[config.mk]
export PLATFORM = sky130hd
export DESIGN_NAME = sorted_list_insert
export DESIGN_NICKNAME = d
export VERILOG_FILES = /design/src/sv/sli_pkg.sv /design/src/sv/sli_store.sv /design/src/sv/sorted_list_insert.sv
export VERILOG_INCLUDE_DIRS = /design/src /design/src/sv
export SDC_FILE = /design/constraint.sdc
export NUM_CORES = 1
export LEC_CHECK = 0
export BUFFER_PORTS_ARGS = -buffer_cell sky130_fd_sc_hd__buf_2
export CORE_UTILIZATION = 36
export CTS_BUF_LIST = sky130_fd_sc_hd__clkbuf_8
export CTS_CLUSTER_SIZE = 28
export DETAILED_ROUTE_END_ITERATION = 8
export PLACE_DENSITY = 0.53
export SYNTH_ARGS = -nofsm -noshare
export SYNTH_HDL_FRONTEND = slang
export SYNTH_SLANG_ARGS = --single-unit
[constraint.sdc]
create_clock -name clk -period 3.7 [get_ports clk]
set_input_delay 0.37 -clock clk [delete_from_list [all_inputs] [get_ports clk]]
set_output_delay 0.37 -clock clk [all_outputs]
set_load 0.01 [all_outputs]
[src/sv/sorted_list_insert_macros.svh]
// Assertion macros for the sorted list insert block.
`ifndef SORTED_LIST_INSERT_MACROS_SVH
`define SORTED_LIST_INSERT_MACROS_SVH
`ifndef NO_ASSERTIONS
`define SLI_ASSERT_NEVER(label, clk, rst, cond) \
  label: assert property (@(posedge clk) disable iff (rst) !(cond)) \
    else $error("assertion failed");
`define SLI_ASSERT_IMPLIES(label, clk, rst, ante, cons) \
  label: assert property (@(posedge clk) disable iff (rst) (ante) |-> (cons)) \
    else $error("assertion failed");
`define SLI_ASSERT_NEXT(label, clk, rst, ante, cons) \
  label: assert property (@(posedge clk) disable iff (rst) (ante) |=> (cons)) \
    else $error("assertion failed");
`else
`define SLI_ASSERT_NEVER(label, clk, rst, cond)
`define SLI_ASSERT_IMPLIES(label, clk, rst, ante, cons)
`define SLI_ASSERT_NEXT(label, clk, rst, ante, cons)
`endif
`endif

[src/sv/sli_pkg.sv]
// Package: widths, op codes and sequencer states for the sorted list insert block.
package sli_pkg;

  localparam int DATA_W       = 32;
  localparam int OP_W         = 2;
  localparam int CAPACITY_DEF = 16;
  localparam int RESULT_LIMIT = 16;

  typedef enum logic [OP_W-1:0] {
    OP_INSERT  = 2'd0,
    OP_READOUT = 2'd1,
    OP_CLEAR   = 2'd2,
    OP_NONE    = 2'd3
  } op_t;

  typedef enum logic [5:0] {
    ST_IDLE    = 6'b000001,
    ST_INS_RD  = 6'b000010,
    ST_INS_CMP = 6'b000100,
    ST_RD_REQ  = 6'b001000,
    ST_RD_LOAD = 6'b010000,
    ST_RD_WAIT = 6'b100000
  } state_t;

endpackage

[src/sv/sli_store.sv]
// Value store: single write port, one registered read port.
module sli_store #(
  parameter int DEPTH = sli_pkg::CAPACITY_DEF
) (
  input  logic                          clk,
  input  logic                          wr_en,
  input  logic [$clog2(DEPTH)-1:0]      wr_addr,
  input  logic signed [sli_pkg::DATA_W-1:0] wr_data,
  input  logic [$clog2(DEPTH)-1:0]      rd_addr,
  output logic signed [sli_pkg::DATA_W-1:0] rd_data
);
  import sli_pkg::*;

  logic signed [DATA_W-1:0] mem [DEPTH];

  always_ff @(posedge clk) begin
    if (wr_en) begin
      mem[wr_addr] <= wr_data;
    end
    rd_data <= mem[rd_addr];
  end

endmodule

[src/sv/sorted_list_insert.sv]
// Sorted list insert: ordered store of signed values with insert, readout and clear.
// Insert walks the list from the top with one shared signed comparator, one memory read per step,
// shifting each stored value greater than the new one up by a slot. Readout fetches the next
// result only after the output has taken the last one. Synchronous reset empties the list and
// clears the overflow flag.
`include "sorted_list_insert_macros.svh"
module sorted_list_insert #(
  parameter int CAPACITY = sli_pkg::CAPACITY_DEF
) (
  input  logic                          clk,
  input  logic                          rst,
  input  logic                          s_axis_tvalid,
  output logic                          s_axis_tready,
  input  logic [sli_pkg::DATA_W-1:0]    s_axis_tdata,  // value
  input  logic [sli_pkg::OP_W-1:0]      s_axis_tuser,  // op
  output logic                          m_axis_tvalid,
  input  logic                          m_axis_tready,
  output logic [sli_pkg::DATA_W-1:0]    m_axis_tdata,  // entry
  output logic                          m_axis_tlast,
  output logic [1:0]                    m_axis_tuser   // empty_res, overflow
);
  import sli_pkg::*;

  localparam int IDX_W = $clog2(CAPACITY);
  localparam int CNT_W = $clog2(CAPACITY + 1);

  state_t state, state_next;
  logic [CNT_W-1:0] count, count_next;
  logic [IDX_W-1:0] idx, idx_next;
  logic overflow_seen, overflow_seen_next;
  logic signed [DATA_W-1:0] ins_val;

  logic out_valid, out_valid_next;
  logic signed [DATA_W-1:0] out_entry;
  logic out_last, out_empty, out_ovf;
  logic load_out, load_empty;

  logic wr_en;
  logic [IDX_W-1:0] wr_addr, rd_addr;
  logic signed [DATA_W-1:0] wr_data, rd_data;

  logic in_xfer, out_xfer, shift_up, rd_last;
  logic [CNT_W-1:0] rd_n;
  op_t op;

  sli_store #(.DEPTH(CAPACITY)) u_store (
    .clk     (clk),
    .wr_en   (wr_en),
    .wr_addr (wr_addr),
    .wr_data (wr_data),
    .rd_addr (rd_addr),
    .rd_data (rd_data)
  );

  assign op            = op_t'(s_axis_tuser);
  assign s_axis_tready = (state == ST_IDLE);
  assign in_xfer       = s_axis_tvalid && s_axis_tready;
  assign out_xfer      = m_axis_tvalid && m_axis_tready;
  assign shift_up      = (rd_data > ins_val);
  assign rd_n          = (CAPACITY > RESULT_LIMIT && count > CNT_W'(RESULT_LIMIT)) ?
                         CNT_W'(RESULT_LIMIT) : count;
  assign rd_last       = (CNT_W'(idx) + 1'b1 == rd_n);

  always_comb begin
    state_next         = state;
    count_next         = count;
    idx_next           = idx;
    overflow_seen_next = overflow_seen;
    out_valid_next     = out_valid;
    load_out           = 1'b0;
    load_empty         = 1'b0;
    wr_en              = 1'b0;
    wr_addr            = idx;
    wr_data            = ins_val;
    rd_addr            = idx;
    case (state)
      ST_IDLE: begin
        if (in_xfer) begin
          case (op)
            OP_INSERT: begin
              if (count >= CNT_W'(CAPACITY)) begin
                overflow_seen_next = 1'b1;
              end else begin
                idx_next   = count[IDX_W-1:0];
                state_next = ST_INS_RD;
              end
            end
            OP_READOUT: begin
              idx_next   = '0;
              state_next = ST_RD_REQ;
            end
            OP_CLEAR: count_next = '0;
            default: ;
          endcase
        end
      end
      ST_INS_RD: begin
        if (idx == '0) begin
          wr_en      = 1'b1;
          count_next = count + 1'b1;
          state_next = ST_IDLE;
        end else begin
          rd_addr    = idx - 1'b1;
          state_next = ST_INS_CMP;
        end
      end
      ST_INS_CMP: begin
        wr_en = 1'b1;
        if (shift_up) begin
          wr_data    = rd_data;
          idx_next   = idx - 1'b1;
          state_next = ST_INS_RD;
        end else begin
          count_next = count + 1'b1;
          state_next = ST_IDLE;
        end
      end
      ST_RD_REQ: state_next = ST_RD_LOAD;
      ST_RD_LOAD: begin
        load_out       = 1'b1;
        load_empty     = (count == '0);
        out_valid_next = 1'b1;
        state_next     = ST_RD_WAIT;
      end
      ST_RD_WAIT: begin
        if (out_xfer) begin
          out_valid_next = 1'b0;
          if (out_last) begin
            state_next = ST_IDLE;
          end else begin
            idx_next   = idx + 1'b1;
            state_next = ST_RD_REQ;
          end
        end
      end
      default: state_next = ST_IDLE;
    endcase
  end

  always_ff @(posedge clk) begin
    if (rst) begin
      state         <= ST_IDLE;
      count         <= '0;
      idx           <= '0;
      overflow_seen <= 1'b0;
      out_valid     <= 1'b0;
    end else begin
      state         <= state_next;
      count         <= count_next;
      idx           <= idx_next;
      overflow_seen <= overflow_seen_next;
      out_valid     <= out_valid_next;
    end
  end

  always_ff @(posedge clk) begin
    if (in_xfer) begin
      ins_val <= $signed(s_axis_tdata);
    end
    if (load_out) begin
      out_entry <= load_empty ? '0 : rd_data;
      out_last  <= load_empty ? 1'b1 : rd_last;
      out_empty <= load_empty;
      out_ovf   <= overflow_seen;
    end
  end

  assign m_axis_tvalid = out_valid;
  assign m_axis_tdata  = out_entry;
  assign m_axis_tlast  = out_last;
  assign m_axis_tuser  = {out_ovf, out_empty};

  `SLI_ASSERT_NEVER(a_count_bound, clk, rst, count > CNT_W'(CAPACITY))
  `SLI_ASSERT_IMPLIES(a_write_in_insert, clk, rst, wr_en,
    state == ST_INS_RD || state == ST_INS_CMP)
  `SLI_ASSERT_NEXT(a_full_sets_ovf, clk, rst,
    in_xfer && op == OP_INSERT && count == CNT_W'(CAPACITY), overflow_seen)
  `SLI_ASSERT_NEVER(a_ovf_sticky, clk, rst, $fell(overflow_seen))
  `SLI_ASSERT_IMPLIES(a_out_only_readout, clk, rst, m_axis_tvalid, state == ST_RD_WAIT)

endmodule

# After elaboration in Yosys (flattened, before gate mapping)
# Memory sizes are Yosys's and may differ from the RTL's. A register that Yosys moved wholly into a read port is not among the register bits.
# Index checks and enable logic that the tools add are counted.
# Widths: inputs -> output; s select.
[op_classes]
muxes = 32
n_eq_ne = 18
reduce_logical = 13
magnitude_cmp = 2
add_sub_neg = 4
[op_table]
columns = ["cell", "count"]
rows = [
  ["$mux 32", 2],
  ["$pmux 6 s6", 1],
  ["$gt 32x32->1", 1],
  ["$mux 4", 8],
  ["$mux 5", 4],
  ["$mux 6", 3],
  ["$pmux 5 s3", 1],
  ["$pmux 4 s3", 1],
  ["$pmux 6 s2", 1],
  ["$ne 2x2->1 const B", 5],
  ["$pmux 4 s2", 1],
  ["$reduce_and 4->1", 2],
  ["$reduce_and 7->1", 1],
  ["$eq 6x1->1 const B", 1],
  ["$eq 6x2->1 const B", 1],
  ["$eq 6x3->1 const B", 1],
  ["$eq 6x4->1 const B", 1],
  ["$eq 6x5->1 const B", 1],
  ["$eq 6x6->1 const B", 1],
  ["$mux 1", 6],
  ["$reduce_bool 3->1", 2],
  ["$add 4x1->5 const B", 1],
  ["$add 5x1->5 const B", 1],
  ["$eq 5x5->1", 1],
  ["18 further kinds", 21],
]
[word_totals]
register_bits = 84
n_memories = 1
wordCells = 80
ram_bits = 512
output_inout_bits = 37
[memory_table]
columns = ["name", "depth", "word_bits", "read_ports", "rd_ports_with_merged_regs", "write_ports", "line", "text"]
rows = [
  ["u_store.mem", 16, 32, 1, 1, 1, "sli_store.sv:14", "logic signed [DATA_W-1:0] mem [DEPTH];"],
]

# Logic depth before layout (Yosys ltp)
# Gate-level depths: netlist of the first run.
[logic_depth]
depth_word = 5
ltp_mapped = 11

# By module
# A second synthesis of the first run with hierarchy kept.
[hier_totals]
hier_cells = 1315
hier_area_um2 = 24551.0
[by_module_without_submodules]
columns = ["mod", "cells_per_inst", "seq_area_each_um2", "instances", "area_each_um2"]
rows = [
  ["sli_store", 838, 16015.4, 1, 19835.3],
  ["sorted_list_insert", 477, 2352.3, 1, 4715.8],
]

# Worst setup path before layout of the first run
# OpenSTA, ideal clock, no wires.
[synth_path]
path_type = "reg-to-reg"
from = "reg ins_val[30]"
to = "mem u_store.mem[0][10] (data pin)"
setup_ns = 0.307
path_buffers = 1
slack_ns = 0.599
arrival_time_ns = 2.794
stages_incl_launch_ff = 11
synth_period_minus_slack_ns = 3.101
path_cell_list = "edfxtp_1 > inv_1 > ha_1 > nand4_1 > nor4_1 > or3b_1 > a31oi_1 > o21ai_2 > nor2_2 > buf_2 > mux2_1"
[synth_via]
elab_chain_len = 3
[synth_lines]
columns = ["element", "line", "text"]
rows = [
  ["from (decl)", "sorted_list_insert.sv:31", "logic signed [DATA_W-1:0] ins_val;"],
  ["from (signal assigned)", "sorted_list_insert.sv:158", "ins_val <= $signed(s_axis_tdata);"],
  ["$gt 32x32->1", "sorted_list_insert.sv:59", "assign shift_up = (rd_data > ins_val);"],
  ["$mux 32", "sorted_list_insert.sv:109", "if (shift_up) begin"],
  ["$mux 32", "sorted_list_insert.sv:76", "case (state)"],
  ["net u_store.wr_data, one bit", "sli_store.sv:8", "input logic signed [sli_pkg::DATA_W-1:0] wr_data,"],
  ["to (decl)", "sli_store.sv:14", ""],
]
# The timed path passes the listed nets, and every way through them passes these cells.

# Final worst setup path of the first run
[layout_path]
from = "reg ins_val[30]"
to = "mem u_store.mem[10][26] (data pin)"
# Same word-level chain as after synthesis.

==> Implementation_results.wiki, run 1 <==
{| class="wikitable"
! Metric !! Value
|-
| Post-synthesis instance total || 1289
|-
| Post-route ant nets || 0
|-
| Max Root-Sink Buffers || 3
|-
| Synth Flop Type || edfxtp_1
|-
| Accumulated negative setup slack || 0 ns
|-
| Number of vias after detailed routing || 12870
|-
| Commonest non-fill, non-tap cells in the layout || edfxtp_1, mux4_2, clkbuf_8
|-
| Signed area change from the synthesized netlist to the final layout || 16.83%
|-
| I/O pin count || 75
|-
| Met1 track demand over resource || 24.11%
|-
| Syn. warnings || 0
|-
| Initial core utilization || 36.45%
|-
| Final hold violation count || 0
|-
| Setup Skew || 0.02480 ns
|-
| Achievable frequency || 291.0 MHz
|-
| Number of synthesized register bits || 628
|-
| Overall die area || 0.07062 mm²
|-
| Worst Max-Slew Pin Slew || 1.280 ns
|-
| Clock transition at the register clock pins on the worst setup and hold paths after CTS || 0.06 ns
|-
| Met3 GRT Util || 2.967%
|-
| Crit path max-delay cell type || mux2_1
|-
| Overall die width || 265.7 µm
|-
| Gp weighted congestion || 0.7738
|-
| Reg-to-reg startpoint || ins_val[30]$_DFFE_PP_
|-
| Total Routed Length || 60920 µm
|-
| Initial antenna violation count || 2
|-
| Leakage power || 10.17 nW
|-
| Inserted Clock Buffers || 100
|-
| Share of cells above drive strength 1 || 29.90%
|-
| Number of buffers and inverters on the critical path || 3
|-
| Worst setup slack after placement || 0.2661 ns
|-
| Sink Count || 628
|-
| First-pass iteration count of the detailed router || 7
|-
| Seq/Total Area, Yosys || 73.35%
|-
| CTS Root Cell || clkbuf_8
|-
| Worst path cell trace || inv_1 > ha_1 > nand4_1 > nor4_1 > buf_4 > or3b_1 > a31oi_1 > o21ai_2 > nor2_4 > buf_4 > mux2_1
|-
| Kind of critical path || register to register
|-
| CTS resizes || 0
|-
| Cell with the most instances on the worst path || buf_4
|-
| CTS HTree Levels || 3
|-
| Post-route setup slack || 0.2640 ns
|-
| Global-route wire length before repair || 90070 µm
|-
| Count of buffers from port buffering || 74
|-
| Sequential group share of total power || 49.2%
|-
| Hold slack || 0.07780 ns
|-
| Yosys top cell area share || 69.43%
|-
| Total power of the final layout || 18.08 mW
|-
| Switching part of the total power || 28.60%
|-
| Post-synthesis cell area || 0.02504 mm²
|-
| Final setup violation count || 0
|-
| Most common library cell in the layout ignoring fill and taps || edfxtp_1
|-
| Post-layout min period || 3.436 ns
|-
| First DRT Iteration DRCs || 946
|-
| Height of the die || 265.7 µm
|-
| Startpoint type of the worst setup path || register
|-
| Avg Inst Size Synth || 19.43 µm²
|-
| Max Transition Viols Final || 0
|-
| Clock tree from TritonCTS || built
|-
| Residual overflow from global routing || 0
|-
| Insertion delay of the later-clocked pin in the worst-skew pair || 0.68 ns
|-
| Share of flip-flops with an asynchronous set or reset after synthesis || 0%
|-
| Mean number of vias per cell || 5.098
|-
| CORE AREA || 0.06871 mm²
|-
| Cell family contributing the most delay on the critical path || simple AND/OR/NAND/NOR gates
|-
| Maximum fanout count along the critical path || 16
|-
| Global route hottest layer || met2
|-
| Detailed-placement wirelength estimate || 34240 µm
|-
| Global-route usage over all layers || 17.69%
|-
| Worst max-slew margin expressed relative to the limit || 14.23%
|-
| Syn nets || 1366
|-
| Sw power || 5.172 mW
|-
| Fill cell instance count of the final layout || 6130
|-
| Cts-stage hold buffer count || 35
|-
| Largest area contributor in the netlist || edfxtp_1
|-
| Register-to-register path setup slack || 0.26 ns
|-
| Data required time of the worst path || 4.04 ns
|-
| Setup repair after global routing missed its margin || false
|-
| Post-route standard cell area excluding fillers || 0.02926 mm²
|-
| Run status || finished, final reports clean
|-
| Clock power share || 30.3%
|-
| Met2 capacity usage during global routing || 28.78%
|-
| Per-cell routed wire length || 24.14 µm
|-
| EDFF count, synth || 579
|-
| Worst path arrival time || 3.77 ns
|-
| Distinct cell type count after synthesis || 65
|-
| Number of buffers inserted to repair setup after CTS || 0
|-
| Critical Path Sink Type || register
|-
| Largest stage delay on the critical path || 0.54 ns
|-
| MaxCap Viol Count || 0
|-
| Post-route DRC || 0
|-
| Hold path startpoint || s_axis_tuser[1]
|-
| Internal power component || 12.91 mW
|-
| Portion of the clock cycle consumed by the worst path in the final layout || 92.87%
|-
| Peak supply drop || 257.5 µV
|-
| Via count of the first global-routing pass || 13560
|-
| Leading cell types by total area after synthesis || edfxtp_1, mux4_2, dfxtp_1
|-
| Placement row count || 96
|-
| PwrDens || 618.1 mW/mm²
|-
| Nets || 1586
|-
| Startpoint of the most critical setup path || ins_val[30]$_DFFE_PP_
|-
| Tightest Hold Check Type || input pin to register
|-
| Instance area at placement || 0.02706 mm²
|-
| Largest net degree at the start of global routing || 68
|-
| Logic pwr share || 20.5%
|}
-- sequential cells by signal (all words and copies together) (netlist names) --
| register | count |
|---|---|
| m_axis_tvalid | 1 |
| ins_val | 32 |
| out_empty | 1 |
| state | 6 |
| idx | 4 |
| m_axis_tdata | 32 |
| out_ovf | 1 |
| u_store.mem | 512 |
| overflow_seen | 1 |
| u_store.rd_data | 32 |
| m_axis_tlast | 1 |
| count | 5 |
-- metal layers --
layer	part of all wire [%]	wire [µm]
met2	49	29790
met3	4.2	2575
met4	2.2	1333
met5	0.021	13
met1	45	27210
-- tightest hold or removal path, cell delays in order --
cell     delay, ns
buf_2         0.10
nor2_1        0.05
a21oi_1       0.13
nor2_1        0.05
-- path summary, 6_finish.rpt --
path	endpoint	cells past startpoint
max reg2reg	u_store.mem[10][26]$_DFFE_PP_	11
max	u_store.mem[10][26]$_DFFE_PP_	11
min reg2reg	out_ovf$_DFFE_PP_	0
min	overflow_seen$_SDFFE_PP0P_	4
-- power groups by stage --
stage	clock (mW)	sequential [mW]	combinational, mW
final	5.47	8.90	3.71
after CTS	5.64	8.91	3.77
after floorplan	0	8.88	2.55
after global routing	5.94	8.94	4.09
after detailed placement	0	9.05	3.72
after global placement	0	9.06	3.67
-- stage by stage --
stage          util (%)  instances
3_3_place_gp      39.39       2303
3_5_place_dp      39.39       2303
5_1_grt           42.58       2524
4_1_cts           42.58       2523
2_1_floorplan         -       1289
6_report          42.58       2524
-- synth_stat cells (all sizes together) (12+ instances only) --
master  count
o21ai      45
nor2       18
edfxtp    579
mux2i      33
inv        44
nand2      61
and3       12
a21oi      20
mux2       64
mux4      128
buf        44
and2       43
dfxtp      49
ha         39
clkbuf     12
-- cell type report --
| class | instances | area [µm²] | area share, % |
|---|---|---|---|
| clock buffer | 105 | 1445 | 4.940 |
| timing repair buffer | 174 | 1521 | 5.200 |
| sequential | 628 | 18370 | 62.78 |
| clock inverter | 80 | 395.4 | 1.351 |
| inverter | 45 | 168.9 | 0.5773 |
| multi-input combinational | 560 | 6191 | 21.16 |
| tap | 931 | 1165 | 3.982 |
| antenna | 1 | 2.502 | 0.008553 |
-- logic make-up after synthesis --
family | synth area share [%]
AO/OA/AOI/OAI | 2.718
XOR/XNOR | 0.2099
adder cells (fa/ha/maj) | 1.949
buffers and inverters | 2.129
flip-flops | 73.35
multiplexers | 15.76
AND/OR/NAND/NOR | 3.887
No activity file was read; power rests on OpenSTA's default activity.
==> run 2, diff against run 1 <==
REMOVE_ABC_BUFFERS = 1   (was default)
==> Implementation_results.wiki, run 2 (same netlist as run 1, synthesis figures left out) <==
{| class="wikitable"
! Metric !! Value
|-
| Clock tree from TritonCTS || built
|-
| Met1 track demand over resource || 25.05%
|-
| Detailed-placement wirelength estimate || 34330 µm
|-
| Instance area at placement || 0.02697 mm²
|-
| First-pass iteration count of the detailed router || 5
|-
| Max Transition Viols Final || 0
|-
| CORE AREA || 0.06871 mm²
|-
| CTS HTree Levels || 3
|-
| Total Routed Length || 61940 µm
|-
| Crit path max-delay cell type || mux2_1
|-
| Post-route ant nets || 0
|-
| Worst Max-Slew Pin Slew || 0.6886 ns
|-
| Residual overflow from global routing || 0
|-
| Portion of the clock cycle consumed by the worst path in the final layout || 97.08%
|-
| Fin cells || 2523
|-
| Final setup violation count || 0
|-
| Global-route usage over all layers || 17.82%
|-
| Area occupied by multi-input gates || 0.006197 mm²
|-
| Gp weighted congestion || 0.7585
|-
| Number of buffers and inverters on the critical path || 1
|-
| Inserted Clock Buffers || 103
|-
| Tightest Hold Check Type || input pin to register
|-
| Final hold violation count || 0
|-
| Worst path cell trace || ha_1 > a21oi_1 > o21ai_0 > a2bb2oi_1 > nor4b_1 > and4_1 > o21ai_2 > nor2_4 > buf_12 > mux2_1
|-
| Overall die area || 0.07062 mm²
|-
| Peak supply drop || 259.0 µV
|-
| Flip-flop and latch area || 0.01837 mm²
|-
| Worst max-slew margin expressed relative to the limit || 54.09%
|-
| Global-route wire length before repair || 90610 µm
|-
| Largest net degree at the start of global routing || 55
|-
| Per-cell routed wire length || 24.55 µm
|-
| Met3 GRT Util || 2.847%
|-
| Leakage power || 10.24 nW
|-
| Util after Layout || 42.70%
|-
| Initial core utilization || 36.45%
|-
| MaxCap Viol Count || 0
|-
| Hold slack || 0.1018 ns
|-
| Clock transition at the register clock pins on the worst setup and hold paths after CTS || 0.06 ns
|-
| Sink Count || 628
|-
| Startpoint type of the worst setup path || register
|-
| Mean number of vias per cell || 5.124
|-
| Insertion delay of the later-clocked pin in the worst-skew pair || 0.69 ns
|-
| Critical Path Sink Type || register
|-
| Post-route standard cell area excluding fillers || 0.02934 mm²
|-
| Largest register by flop count || u_store.mem
|-
| Via count of the first global-routing pass || 13570
|-
| Overall die width || 265.7 µm
|-
| Placement row count || 96
|-
| I/O pin count || 75
|-
| Nets || 1579
|-
| Kind of critical path || register to register
|-
| Most common library cell in the layout ignoring fill and taps || edfxtp_1
|-
| Largest stage delay on the critical path || 0.55 ns
|-
| Commonest non-fill, non-tap cells in the layout || edfxtp_1, mux4_2, clkbuf_8
|-
| Count of buffers from port buffering || 74
|-
| Setup Skew || 0.03406 ns
|-
| Post-route DRC || 0
|-
| CTS Root Cell || clkbuf_8
|-
| Setup repair after global routing missed its margin || false
|-
| Number of vias after detailed routing || 12930
|-
| Initial antenna violation count || 1
|-
| PwrDens || 627.3 mW/mm²
|-
| Post-layout min period || 3.592 ns
|-
| Flip-flop count of the largest register, all copies and words added || 512
|-
| Signed area change from the synthesized netlist to the final layout || 17.17%
|-
| Data required time of the worst path || 4.04 ns
|-
| Fill cell instance count of the final layout || 6133
|-
| Maximum fanout count along the critical path || 17
|-
| Global route hottest layer || met2
|-
| Worst path arrival time || 3.93 ns
|-
| Cell count after placement || 2292
|-
| Met2 capacity usage during global routing || 28.81%
|-
| Height of the die || 265.7 µm
|-
| Run status || finished, final reports clean
|-
| Max Root-Sink Buffers || 3
|-
| Achievable frequency || 278.4 MHz
|-
| Cell family contributing the most delay on the critical path || simple AND/OR/NAND/NOR gates
|-
| Share of cells above drive strength 1 || 29.98%
|-
| First DRT Iteration DRCs || 957
|}
run 2: cell types whose count changed in the layout (fill, tap and decap cells not counted), sizes merged:
cell / previous run / this run
clkbuf: 105 / 117
buf: 139 / 128
clkinv: 42 / 33
inv: 76 / 84
clkinvlp: 5 / 3
dlygate4sd3: 35 / 36
run 2: routing by layer:
layer / wire [µm] / vias to the layer above
li1: - / 5641
met1: 28620 / 6905
met2: 29770 / 319
met3: 2703 / 62
met4: 846 / 0
met5: 0 / -
run 2: worst paths after layout:
| check | startpoint | to | slack (ns) | cells past startpoint |
|---|---|---|---|---|
| worst max-delay path | u_store.rd_data[17]$_DFF_P_ | u_store.mem[2][27]$_DFFE_PP_ | 0.11 | 10 |
| worst min-delay path | s_axis_tvalid | state[0]$_SDFFE_PP1P_ | 0.10 | 4 |
| worst min register to register | overflow_seen$_SDFFE_PP0P_ | out_ovf$_DFFE_PP_ | 0.44 | 0 |
| worst max register to register | u_store.rd_data[17]$_DFF_P_ | u_store.mem[2][27]$_DFFE_PP_ | 0.11 | 10 |
run 2: timing repair:
action	CTS	global route
endpoints found under the hold margin	34	0
hold buffers	36	0
resized for setup	0	1
setup endpoints to repair	0	197
buffers inserted	0	0
run 2: cell type report:
cell class,count,share of cell area [%]
clock inverters,77,1.339
inverters,45,0.5757
clock buffers,117,5.488
multi-input cells,560,21.12
repair buffers,164,4.896
well taps,931,3.970
flip-flops and latches,628,62.60
diodes,1,0.008529
run 2: metrics by stage:
stage                     setup slack (ns)  TNS [ns]  power [mW]
after floorplan                     -10.15   -324.82       11.54
after global placement              0.1469         0       12.73
after detailed placement            0.1295         0       12.77
after CTS                          0.08763         0       18.62
after global routing              0.001038         0       19.29
final                               0.1080         0       18.41
run 2: worst reg2reg max path: stages (launching register included):
cell,delay (ns)
dfxtp_1,0.44
ha_1,0.31
a21oi_1,0.14
o21ai_0,0.24
a2bb2oi_1,0.23
nor4b_1,0.54
and4_1,0.35
o21ai_2,0.09
nor2_4,0.15
buf_12,0.21
mux2_1,0.56
run 2: where the power goes:
part,switching [mW],internal [mW],leakage [nW],total [mW]
sequential,0.349,8.59,5.63,8.94
combinational,2.19,1.50,3.44,3.69
clock,2.74,3.04,1.17,5.78
==> run 3, diff against run 2 <==
CORE_MARGIN = 8   (was default)
HOLD_SLACK_MARGIN = 0.03   (was default)
==> Implementation_results.wiki, run 3 (same netlist as run 1, synthesis figures left out) <==
{| class="wikitable"
! Metric !! Value
|-
| Leakage power || 10.24 nW
|-
| Placement row count || 96
|-
| Worst path arrival time || 3.86 ns
|-
| Largest net degree at the start of global routing || 65
|-
| Post-route ant nets || 0
|-
| Initial core utilization || 36.45%
|-
| Portion of the clock cycle consumed by the worst path in the final layout || 95.31%
|-
| Achievable frequency || 283.6 MHz
|-
| Clock power share || 30.8%
|-
| Per-cell routed wire length || 24.80 µm
|-
| Clock tree from TritonCTS || built
|-
| Kind of critical path || register to register
|-
| Sink Count || 628
|-
| Insertion delay of the later-clocked pin in the worst-skew pair || 0.72 ns
|-
| Switching part of the total power || 28.75%
|-
| Post-route standard cell area excluding fillers || 0.02936 mm²
|-
| Height of the die || 279.7 µm
|-
| First DRT Iteration DRCs || 1020
|-
| Sw power || 5.242 mW
|-
| Global-route wire length before repair || 91510 µm
|-
| Post-route setup slack || 0.1735 ns
|-
| Worst setup slack after placement || 0.2148 ns
|-
| Logic pwr share || 20.5%
|-
| Final hold violation count || 0
|-
| Number of vias after detailed routing || 12950
|-
| Inserted Clock Buffers || 101
|-
| Tightest Hold Check Type || input pin to register
|-
| Detailed-placement wirelength estimate || 35090 µm
|-
| Util after Layout || 42.74%
|-
| Critical Path Sink Type || register
|-
| CTS Root Cell || clkbuf_8
|-
| PwrDens || 620.8 mW/mm²
|-
| Data required time of the worst path || 4.03 ns
|-
| Gp weighted congestion || 0.8106
|-
| Max Transition Viols Final || 0
|-
| Maximum fanout count along the critical path || 16
|-
| Fin cells || 2516
|-
| CORE AREA || 0.06871 mm²
|-
| Max Root-Sink Buffers || 3
|-
| Post-route DRC || 0
|-
| Peak supply drop || 332.9 µV
|-
| Overall die width || 279.7 µm
|-
| Sequential group share of total power || 48.7%
|-
| Final setup violation count || 0
|-
| Largest register by flop count || u_store.mem
|-
| MaxCap Viol Count || 0
|-
| Internal power component || 12.99 mW
|-
| Initial antenna violation count || 4
|-
| Commonest non-fill, non-tap cells in the layout || edfxtp_1, mux4_2, clkbuf_8
|-
| Mean number of vias per cell || 5.148
|-
| Setup repair after global routing missed its margin || false
|-
| Post-layout min period || 3.526 ns
|-
| CTS HTree Levels || 3
|-
| Nets || 1579
|-
| Flip-flop count of the largest register, all copies and words added || 512
|-
| Signed area change from the synthesized netlist to the final layout || 17.26%
|-
| I/O pin count || 75
|-
| Setup Skew || 0.05635 ns
|-
| Clock transition at the register clock pins on the worst setup and hold paths after CTS || 0.06 ns
|-
| Share of cells above drive strength 1 || 29.73%
|-
| Run status || finished, final reports clean
|-
| Cell count after placement || 2294
|-
| Residual overflow from global routing || 0
|-
| Overall die area || 0.07825 mm²
|-
| Total Routed Length || 62400 µm
|-
| Global-route usage over all layers || 15.85%
|-
| Worst max-slew margin expressed relative to the limit || 51.96%
|-
| Startpoint type of the worst setup path || register
|-
| Via count of the first global-routing pass || 13640
|-
| First-pass iteration count of the detailed router || 5
|-
| Most common library cell in the layout ignoring fill and taps || edfxtp_1
|-
| Worst Max-Slew Pin Slew || 0.7206 ns
|-
| Instance area at placement || 0.02708 mm²
|-
| Count of buffers from port buffering || 74
|}
## run 3: layout make-up
cell class	instances	area, µm²
multi-input combinational	560	6197
antenna	1	2.502
sequential	628	18370
clock inverter	76	411.6
inverter	45	168.9
timing repair buffer	166	1551
clock buffer	109	1500
tap	931	1165
fill	6145	39340
## run 3: path summary, 6_finish.rpt
check,from,endpoint,slack [ns],cells after the start
hold reg to reg,overflow_seen$_SDFFE_PP0P_,out_ovf$_DFFE_PP_,0.44,0
setup / recovery,ins_val[7]$_DFFE_PP_,u_store.mem[0][26]$_DFFE_PP_,0.17,12
setup reg to reg,ins_val[7]$_DFFE_PP_,u_store.mem[0][26]$_DFFE_PP_,0.17,12
hold / removal,s_axis_tvalid,state[0]$_SDFFE_PP1P_,0.14,4
## run 3: what timing repair did
action                     CTS  global route
hold buffers                36             0
setup endpoints to repair    0            57
hold endpoints to repair    37             0
buffers inserted             0             0
gates resized for setup      0             1
## run 3: power by group through the flow
stage	sequential, mW	combinational (mW)	clock [mW]
3_5_place_dp	9.02	3.72	0
2_1_floorplan	8.89	2.66	0
3_3_place_gp	9.01	3.70	0
5_1_grt	8.91	4.11	6.08
6_report	8.88	3.73	5.62
4_1_cts	8.87	3.77	5.80
## run 3: stage by stage
stage | hold slack (ns) | TNS [ns] | power, mW
3_3_place_gp | 0.4161 | 0 | 12.70
4_1_cts | 0.05595 | 0 | 18.44
6_report | 0.1357 | 0 | 18.23
3_5_place_dp | 0.4206 | 0 | 12.73
2_1_floorplan | 0.4090 | -324.82 | 11.54
5_1_grt | 0.1744 | 0 | 19.11
## run 3: per-layer routing
layer	vias up	track usage, %	routed length, µm
met5	-	0	0
met4	0	4.389	1317
met3	110	2.879	2885
met2	356	26.01	30370
met1	6845	21.60	27820
li1	5641	-	-
## run 3: critical path: stages, from the launching register on
cell	delay [ns]
edfxtp_1	0.34
inv_1	0.05
ha_1	0.31
nand2_1	0.05
o21ai_0	0.39
a221oi_1	0.14
buf_4	0.18
or3b_1	0.38
a31oi_1	0.27
o21ai_2	0.13
nor2_4	0.17
buf_4	0.21
mux2_1	0.54
